==> src/sv/clut_pkg.sv <==
// Shared types, widths and helpers for the interpolating curve lookup.
`timescale 1ns / 1ps

package clut_pkg;

	localparam int POINTS    = 16;
	localparam int FRAC_BITS = 8;

	localparam int X_W       = 16;
	localparam int IDX_W     = $clog2(POINTS);
	localparam int ARG_W     = X_W + FRAC_BITS;
	localparam int NUM_W     = X_W + ARG_W;
	localparam int ARG_IN_W  = 24;
	localparam int RES_W     = 24;
	localparam int MUL_CNT_W = $clog2(X_W);
	localparam int DIV_CNT_W = $clog2(ARG_W);

	localparam logic [IDX_W-1:0] LAST_PT = IDX_W'(POINTS - 1);
	localparam logic [IDX_W-1:0] LAST_IV = IDX_W'(POINTS - 2);

	typedef enum logic [1:0] {
		ACT_LOOKUP = 2'd0,
		ACT_WR_X   = 2'd1,
		ACT_WR_Y   = 2'd2,
		ACT_NONE   = 2'd3
	} action_t;

	localparam logic ST_OK       = 1'b0;
	localparam logic ST_UNSORTED = 1'b1;

	typedef struct packed {
		logic [1:0]          action;
		logic [3:0]          point_index;
		logic [X_W-1:0]      point_value;
		logic [ARG_IN_W-1:0] argument;
	} clut_req_t;

	typedef struct packed {
		logic [RES_W-1:0] result_value;
		logic             status;
	} clut_rsp_t;

	typedef struct packed {
		logic             sel_x;
		logic             sel_y;
		logic [IDX_W-1:0] idx;
		logic [X_W-1:0]   value;
	} clut_wr_t;

	function automatic logic [ARG_W-1:0] shl_frac(input logic [X_W-1:0] v);
		return ARG_W'(v) << FRAC_BITS;
	endfunction

endpackage

==> src/sv/interpolating_curve_lookup.sv <==
// Top level: piecewise-linear curve lookup with cached interval search.
//
//  channel   ports                  handshake
//  request   start, busy, req       taken when start is high and busy is low
//  result    done, rsp              one-cycle strobe, cannot be held off
//
// A write or an unused action answers in the cycle after the request.
// A lookup first checks the x axis order (an unsorted axis answers right
// after the first bad pair), then reads the two x points of each interval
// visited by the x search; a result off either end of the curve answers there.
// A hit adds two y reads, then the serial multiply and the serial divide.
// Reset clears the curve and the cached interval at once; no sweep follows.
`timescale 1ns / 1ps

module interpolating_curve_lookup import clut_pkg::*; (
	input  logic      clk,
	input  logic      arst_n,
	input  logic      start,
	output logic      busy,
	input  clut_req_t req,
	output logic      done,
	output clut_rsp_t rsp
);

	typedef enum logic [7:0] {
		S_IDLE  = 8'b0000_0001,
		S_CHECK = 8'b0000_0010,
		S_XA    = 8'b0000_0100,
		S_XB    = 8'b0000_1000,
		S_YA    = 8'b0001_0000,
		S_YB    = 8'b0010_0000,
		S_MUL   = 8'b0100_0000,
		S_DIV   = 8'b1000_0000
	} state_t;

	state_t           state_q;
	logic             done_q;
	clut_rsp_t        rsp_q;
	logic [IDX_W-1:0] cache_q;
	logic [IDX_W-1:0] i_q;
	logic [IDX_W-1:0] iv_q;
	logic [ARG_W-1:0] arg_q;
	logic [X_W-1:0]   prev_q;
	logic [X_W-1:0]   xa_q;
	logic [X_W-1:0]   ya_q;
	logic [X_W-1:0]   dx_q;
	logic             neg_q;

	logic             accept;
	logic             idx_ok;
	clut_wr_t         wr;
	logic [IDX_W-1:0] x_addr;
	logic [IDX_W-1:0] y_addr;
	logic [X_W-1:0]   x_rd;
	logic [X_W-1:0]   y_rd;
	logic             above;
	logic             below;
	logic [ARG_W-1:0] d_val;
	logic [X_W-1:0]   dy;
	logic             mul_start;
	logic             mul_done;
	logic [NUM_W-1:0] product;
	logic             div_done;
	logic [ARG_W-1:0] quo;
	logic             rem_nz;
	logic [ARG_W-1:0] base;
	logic [ARG_W-1:0] fin;

	assign busy   = (state_q != S_IDLE);
	assign accept = start && !busy;
	assign idx_ok = (32'(req.point_index) < 32'(POINTS));

	assign wr.sel_x = accept && (req.action == ACT_WR_X) && idx_ok;
	assign wr.sel_y = accept && (req.action == ACT_WR_Y) && idx_ok;
	assign wr.idx   = IDX_W'(req.point_index);
	assign wr.value = req.point_value;

	always_comb begin
		x_addr = iv_q;
		y_addr = iv_q;
		unique case (state_q)
			S_CHECK: x_addr = i_q;
			S_XB: begin
				x_addr = iv_q + IDX_W'(1);
				y_addr = above ? LAST_PT : '0;
			end
			S_YB:    y_addr = iv_q + IDX_W'(1);
			default: ;
		endcase
	end

	clut_store u_store (
		.clk    (clk),
		.arst_n (arst_n),
		.wr     (wr),
		.x_addr (x_addr),
		.y_addr (y_addr),
		.x_data (x_rd),
		.y_data (y_rd)
	);

	assign above     = arg_q > shl_frac(x_rd);
	assign below     = arg_q < shl_frac(xa_q);
	assign d_val     = arg_q - shl_frac(xa_q);
	assign dy        = (y_rd < ya_q) ? (ya_q - y_rd) : (y_rd - ya_q);
	assign mul_start = (state_q == S_YB);

	clut_mul u_mul (
		.clk     (clk),
		.arst_n  (arst_n),
		.start   (mul_start),
		.mcand   (d_val),
		.mplier  (dy),
		.done    (mul_done),
		.product (product)
	);

	clut_div u_div (
		.clk    (clk),
		.arst_n (arst_n),
		.start  (mul_done),
		.num    (product),
		.den    (dx_q),
		.done   (div_done),
		.quo    (quo),
		.rem_nz (rem_nz)
	);

	assign base = shl_frac(ya_q);
	assign fin  = neg_q ? (base - quo - ARG_W'(rem_nz)) : (base + quo);

	always_ff @(posedge clk or negedge arst_n) begin
		if (!arst_n) begin
			state_q <= S_IDLE;
			done_q  <= 1'b0;
			cache_q <= '0;
			i_q     <= '0;
			iv_q    <= '0;
		end else begin
			done_q <= 1'b0;
			unique case (state_q)
				S_IDLE: begin
					if (accept) begin
						if (req.action == ACT_LOOKUP) begin
							i_q     <= '0;
							state_q <= S_CHECK;
						end else begin
							done_q <= 1'b1;
						end
					end
				end
				S_CHECK: begin
					if ((i_q != '0) && (prev_q >= x_rd)) begin
						done_q  <= 1'b1;
						state_q <= S_IDLE;
					end else if (i_q == LAST_PT) begin
						iv_q    <= (cache_q > LAST_IV) ? LAST_IV : cache_q;
						state_q <= S_XA;
					end else begin
						i_q <= i_q + IDX_W'(1);
					end
				end
				S_XA: state_q <= S_XB;
				S_XB: begin
					priority if (above) begin
						if (iv_q == LAST_IV) begin
							cache_q <= LAST_PT;
							done_q  <= 1'b1;
							state_q <= S_IDLE;
						end else begin
							iv_q    <= iv_q + IDX_W'(1);
							state_q <= S_XA;
						end
					end else if (below) begin
						if (iv_q == '0) begin
							cache_q <= '0;
							done_q  <= 1'b1;
							state_q <= S_IDLE;
						end else begin
							iv_q    <= iv_q - IDX_W'(1);
							state_q <= S_XA;
						end
					end else begin
						cache_q <= iv_q;
						state_q <= S_YA;
					end
				end
				S_YA: state_q <= S_YB;
				S_YB: state_q <= S_MUL;
				S_MUL: begin
					if (mul_done) begin
						state_q <= S_DIV;
					end
				end
				S_DIV: begin
					if (div_done) begin
						done_q  <= 1'b1;
						state_q <= S_IDLE;
					end
				end
				default: state_q <= S_IDLE;
			endcase
		end
	end

	always_ff @(posedge clk) begin
		unique case (state_q)
			S_IDLE: begin
				arg_q              <= req.argument[ARG_W-1:0];
				rsp_q.result_value <= '0;
				rsp_q.status       <= ST_OK;
			end
			S_CHECK: begin
				prev_q             <= x_rd;
				rsp_q.result_value <= '0;
				rsp_q.status       <= ST_UNSORTED;
			end
			S_XA: xa_q <= x_rd;
			S_XB: begin
				dx_q               <= x_rd - xa_q;
				rsp_q.result_value <= RES_W'(shl_frac(y_rd));
				rsp_q.status       <= ST_OK;
			end
			S_YA: ya_q <= y_rd;
			S_YB: neg_q <= (y_rd < ya_q);
			S_MUL: ;
			S_DIV: begin
				rsp_q.result_value <= RES_W'(fin);
				rsp_q.status       <= ST_OK;
			end
			default: ;
		endcase
	end

	assign done = done_q;
	assign rsp  = rsp_q;

	a_done_after_work: assert property (@(posedge clk) disable iff (!arst_n)
		done |-> $past(busy) || $past(start))
		else $error("result strobe without a request in progress");

	a_error_zero: assert property (@(posedge clk) disable iff (!arst_n)
		done && (rsp.status == ST_UNSORTED) |-> (rsp.result_value == '0))
		else $error("axis error with nonzero result");

	a_mul_in_state: assert property (@(posedge clk) disable iff (!arst_n)
		mul_done |-> (state_q == S_MUL))
		else $error("multiplier finished outside multiply phase");

	a_div_in_state: assert property (@(posedge clk) disable iff (!arst_n)
		div_done |-> (state_q == S_DIV))
		else $error("divider finished outside divide phase");

	a_iv_range: assert property (@(posedge clk) disable iff (!arst_n)
		(state_q == S_XA) || (state_q == S_XB) |-> (iv_q <= LAST_IV))
		else $error("search interval out of range");

endmodule

==> src/sv/clut_store.sv <==
// Curve point store: x and y axis registers, one write and one read per axis.
`timescale 1ns / 1ps

module clut_store import clut_pkg::*; (
	input  logic             clk,
	input  logic             arst_n,
	input  clut_wr_t         wr,
	input  logic [IDX_W-1:0] x_addr,
	input  logic [IDX_W-1:0] y_addr,
	output logic [X_W-1:0]   x_data,
	output logic [X_W-1:0]   y_data
);

	logic [X_W-1:0] x_q [POINTS];
	logic [X_W-1:0] y_q [POINTS];

	always_ff @(posedge clk or negedge arst_n) begin
		if (!arst_n) begin
			for (int i = 0; i < POINTS; i++) begin
				x_q[i] <= '0;
				y_q[i] <= '0;
			end
		end else begin
			if (wr.sel_x) begin
				x_q[wr.idx] <= wr.value;
			end
			if (wr.sel_y) begin
				y_q[wr.idx] <= wr.value;
			end
		end
	end

	assign x_data = x_q[x_addr];
	assign y_data = y_q[y_addr];

endmodule

==> src/sv/clut_mul.sv <==
// Bit-serial shift-add multiplier, one multiplier bit per cycle.
`timescale 1ns / 1ps

module clut_mul import clut_pkg::*; (
	input  logic             clk,
	input  logic             arst_n,
	input  logic             start,
	input  logic [ARG_W-1:0] mcand,
	input  logic [X_W-1:0]   mplier,
	output logic             done,
	output logic [NUM_W-1:0] product
);

	logic                 run_q;
	logic                 done_q;
	logic [MUL_CNT_W-1:0] cnt_q;
	logic [NUM_W-1:0]     acc_q;
	logic [NUM_W-1:0]     mc_q;
	logic [X_W-1:0]       mp_q;

	always_ff @(posedge clk or negedge arst_n) begin
		if (!arst_n) begin
			run_q  <= 1'b0;
			done_q <= 1'b0;
			cnt_q  <= '0;
		end else begin
			done_q <= 1'b0;
			if (start) begin
				run_q <= 1'b1;
				cnt_q <= '0;
			end else if (run_q) begin
				cnt_q <= cnt_q + MUL_CNT_W'(1);
				if (cnt_q == MUL_CNT_W'(X_W - 1)) begin
					run_q  <= 1'b0;
					done_q <= 1'b1;
				end
			end
		end
	end

	always_ff @(posedge clk) begin
		if (start) begin
			acc_q <= '0;
			mc_q  <= NUM_W'(mcand);
			mp_q  <= mplier;
		end else if (run_q) begin
			if (mp_q[0]) begin
				acc_q <= acc_q + mc_q;
			end
			mc_q <= mc_q << 1;
			mp_q <= mp_q >> 1;
		end
	end

	assign done    = done_q;
	assign product = acc_q;

endmodule

==> src/sv/clut_div.sv <==
// Bit-serial restoring divider, one quotient bit per cycle.
`timescale 1ns / 1ps

module clut_div import clut_pkg::*; (
	input  logic             clk,
	input  logic             arst_n,
	input  logic             start,
	input  logic [NUM_W-1:0] num,
	input  logic [X_W-1:0]   den,
	output logic             done,
	output logic [ARG_W-1:0] quo,
	output logic             rem_nz
);

	logic                 run_q;
	logic                 done_q;
	logic [DIV_CNT_W-1:0] cnt_q;
	logic [X_W-1:0]       rem_q;
	logic [ARG_W-1:0]     sh_q;
	logic [X_W:0]         trial;
	logic [X_W:0]         diff;
	logic                 ge;

	assign trial = {rem_q, sh_q[ARG_W-1]};
	assign diff  = trial - {1'b0, den};
	assign ge    = trial >= {1'b0, den};

	always_ff @(posedge clk or negedge arst_n) begin
		if (!arst_n) begin
			run_q  <= 1'b0;
			done_q <= 1'b0;
			cnt_q  <= '0;
		end else begin
			done_q <= 1'b0;
			if (start) begin
				run_q <= 1'b1;
				cnt_q <= '0;
			end else if (run_q) begin
				cnt_q <= cnt_q + DIV_CNT_W'(1);
				if (cnt_q == DIV_CNT_W'(ARG_W - 1)) begin
					run_q  <= 1'b0;
					done_q <= 1'b1;
				end
			end
		end
	end

	always_ff @(posedge clk) begin
		if (start) begin
			rem_q <= num[NUM_W-1:ARG_W];
			sh_q  <= num[ARG_W-1:0];
		end else if (run_q) begin
			rem_q <= ge ? diff[X_W-1:0] : trial[X_W-1:0];
			sh_q  <= {sh_q[ARG_W-2:0], ge};
		end
	end

	assign done   = done_q;
	assign quo    = sh_q;
	assign rem_nz = (rem_q != '0);

endmodule
==> config.mk <==
export PLATFORM = sky130hd
export DESIGN_NAME = interpolating_curve_lookup
export DESIGN_NICKNAME = d
export VERILOG_FILES = /design/src/sv/clut_pkg.sv /design/src/sv/interpolating_curve_lookup.sv /design/src/sv/clut_store.sv /design/src/sv/clut_mul.sv /design/src/sv/clut_div.sv
export SDC_FILE = /design/constraint.sdc
export NUM_CORES = 2
export LEC_CHECK = 0
export ABC_AREA = 0
export BUFFER_PORTS_ARGS = -buffer_cell sky130_fd_sc_hd__buf_2
export CAP_MARGIN = 10
export CORE_MARGIN = 5
export CORE_UTILIZATION = 60
export CTS_BUF_LIST = sky130_fd_sc_hd__clkbuf_4 sky130_fd_sc_hd__clkbuf_8 sky130_fd_sc_hd__clkbuf_16
export DETAILED_ROUTE_END_ITERATION = 12
export GPL_ROUTABILITY_DRIVEN = 0
export PLACE_DENSITY = 0.77
export SYNTH_ARGS = -nofsm -noshare
export SYNTH_HDL_FRONTEND = slang
export SYNTH_SLANG_ARGS = --single-unit
==> constraint.sdc <==
create_clock -name clk -period 25 [get_ports clk]
set_clock_uncertainty 0.05 [all_clocks]
set_input_delay 2.5 -clock clk [delete_from_list [all_inputs] [get_ports clk]]
set_output_delay 2.5 -clock clk [all_outputs]
set_load 0.02 [all_outputs]
==> impl_metrics.tcl <==
set metrics [dict create \
    grt.total_usage 0.2750 \
    numClockSinks 796 \
    postLayoutSetupSlackWorst_ns 12.38 \
    nets 4341 \
    slew_viol_final 0 \
    cts_buffers 85 \
    synth_edf_count 194 \
    wl_per_cell_microns 21.30 \
    crit_arrival_ns 12.94 \
    cap_violations 0 \
    outcome "finished, final reports clean" \
    yosysMostFrequentCell "nand2_1" \
    cts_root_buf "clkbuf_16" \
    grt_pass1_wl_mm 172.2 \
    synth_compound_area_frac 0.1143 \
    clk_pin_slew_ns 0.06 \
    drc 0 \
    antenna_found_initial 10 \
    relSlewSlack 0.1231 \
    tightest_slew_ns 1.302 \
    placedCellCount 4939 \
    drive_gt1_frac 0.2146 \
    overflow 0 \
    setup-violations-final 0 \
    yosysWarnings 0 \
    synthSimpleGateAreaFrac 0.1239 \
    hpwl_mm 69.89 \
    min_path_type "reg -> reg" \
    synth_top_family_by_area "multiplexers" \
    synth_mux_area_frac 0.1542 \
    chipHeight_microns 277.4 \
    grt_setup_unrepaired "no" \
    slowest_delay_ns 0.77 \
    placed_cell_area_sq_um 44090 \
    synth_area_leaders "dfrtp_1, mux2_2, edfxtp_1, ha_1, nand2_1" \
    clockPowerShare 0.380 \
    p_sw_mw 0.9656 \
    rows 98 \
    comb_power_share 0.165 \
    synth_top_area_share 0.3179 \
    hold_viol 0 \
    design_area_sq_um 47150 \
    worstSkewPairLatency_ns 0.65 \
    dr.pass1.iters 6 \
    avgViaCountPerCell 6.182 \
    start_util 0.6022 \
    area_growth_syn_to_layout_pct 9.901 \
    drt-total-wl_mm 108.8 \
    irDropWorstVdd_mv 0.05557 \
    max_freq_mhz 79.22 \
    slowest_stage "buf_4" \
    ys_ff_latch 796 \
    postCtsHoldBufs 0 \
    p_int_mw 2.585 \
    synth_common_cells "nand2_1, mux2_2, dfrtp_1, a21oi_1, clkbuf_1" \
    instances_no_fill 5106 \
    power_density_nw_per_um2 75.30 \
    syn_area_per_cell_sq_um 10.45 \
    post_synth_num_cell_types 83 \
    multi_input_area_sq_um 20740 \
    grt_start_max_net_pins 167 \
    cts_tree "done" \
    pre_cts_ws_ns 12.65 \
    synthFlopType "dfrtp_1" \
    min_period_ns 12.62 \
    syn_nets 4369 \
    synth-xor-area-share 0.02429 \
    cts_setup_buffers 0 \
    yosys.area_share.adder 0.06422 \
    nFillCells 5330 \
    finalCritPeriodShare 0.5049 \
    start_kind "flip-flop" \
    post_cts_resized 0 \
    clk_path_buf_depth 3 \
    seq_power_share 0.456 \
    worstSetupPathType "reg -> reg" \
    drtIter0Drc 2699 \
    numPortBuffers 75 \
    cts-htree-levels 3 \
    grt_pass1_vias 31400 \
    fin_setup_tns_ns 0 \
    cp_max_fo 73 \
    ant_nets 0 \
    ys_async_sr_fraction 0.6859 \
    cp.required_ns 25.31 \
    synth_area_sq_um 42900 \
    p_leak_nw 21.75 \
    fin_util 0.6619 \
    synth_top_cell_by_area "dfrtp_1" \
    seq_area_frac_synth 0.4804 \
    path_common_cell "a21o_1" \
    regArea_sq_um 20610 \
    vias 31560 \
    syn_inst 4104 \
    worstSetupEndpointType "flip-flop" \
    die_w_microns 277.4 \
    swShare 0.2720 \
    boundaryPins 76 \
    core_sq_um 71240 \
    die-area_sq_um 76950 \
]
logic make-up (layout without fill, tap and decap cells):
kind of cell	count (synthesis)	after routing
mux	591	591
other cells	0	9
buf+inv	438	481
flops	796	796
xor+xnor	119	119
compound gates	763	763
simple gates	1181	1181
fa+ha+maj	216	216
per-stage QoR:
stage          power, mW  hold WS (ns)
2_1_floorplan      2.021        0.3957
3_3_place_gp       2.194        0.4149
3_5_place_dp       2.216        0.4246
4_1_cts            3.563        0.4327
5_1_grt            3.697        0.4506
6_report           3.550        0.4319
power groups by stage:
stage / Sequential, mW / Clock, mW / Combinational, mW
global route: 1.63 / 1.42 / 0.646
detailed placement: 1.64 / 0 / 0.579
global placement: 1.63 / 0 / 0.562
finish: 1.62 / 1.35 / 0.585
CTS: 1.62 / 1.36 / 0.584
floorplan: 1.63 / 0 / 0.394
worst max-delay path: cells and delay by family, from the launching register on:
| family | cells | cell delay (ns) |
|---|---|---|
| buffers and inverters | 5 | 2.37 |
| flip-flops | 1 | 0.45 |
| AND/OR/NAND/NOR | 14 | 4.71 |
| multiplexers | 1 | 0.40 |
| AO/OA/AOI/OAI | 15 | 3.60 |
| adder cells (fa/ha/maj) | 2 | 0.70 |
cell type report:
type                            count  share of cell area
Tap cell                          950             0.02521
Antenna cell                        9           0.0004776
Multi-Input combinational cell   2870              0.4399
Timing Repair Buffer              134             0.01783
Sequential cell                   796              0.4372
Inverter                          189             0.01505
Clock inverter                     36             0.01051
Clock buffer                      122             0.05387
sequential cells by signal, indices dropped and copies added, names as in the netlist, 24 cells and up:
| signal | count |
|---|---|
| u_store.y_q | 256 |
| arg_q | 24 |
| u_div.quo | 24 |
| u_store.x_q | 256 |
| u_mul.mc_q | 40 |
| rsp | 25 |
| u_mul.product | 40 |
worst paths after layout:
| path | start | end | slack (ns) | cells past startpoint |
|---|---|---|---|---|
| setup / recovery | state_q[4]$_DFFE_PN0P_ | u_mul.mp_q[15]$_SDFFCE_PN0P_ | 12.38 | 37 |
| hold / removal | u_mul.product[37]$_SDFFE_PP0P_ | u_mul.product[37]$_SDFFE_PP0P_ | 0.43 | 2 |
| min in group asynchronous | arst_n | u_store.y_q[254]$_DFFE_PN0P_ | 1.89 | 1 |
| hold reg to reg | u_mul.product[37]$_SDFFE_PP0P_ | u_mul.product[37]$_SDFFE_PP0P_ | 0.43 | 2 |
| max in group asynchronous | arst_n | u_store.y_q[229]$_DFFE_PN0P_ | 20.85 | 3 |
| setup reg to reg | state_q[4]$_DFFE_PN0P_ | u_mul.mp_q[15]$_SDFFCE_PN0P_ | 12.38 | 37 |
routing by layer:
metal / part of all wire / track usage / vias to the layer above
met5: 0.00011 / 0 / -
li1: - / - / 14550
met1: 0.42 / 0.3640 / 15660
met3: 0.065 / 0.04898 / 279
met2: 0.48 / 0.4599 / 1076
met4: 0.037 / 0.09799 / 2
placed cells by master, fill, tap and decap left out, types with 86 or more instances in the layout:
cell / count
nand2_1: 592
mux2_2: 559
dfrtp_1: 544
a21oi_1: 239
ha_1: 209
edfxtp_1: 194
inv_1: 186
nor2_1: 171
nand3_1: 153
o21ai_0: 112
clkbuf_16: 87
a211oi_1: 86
(Power assumes the default switching activity.)
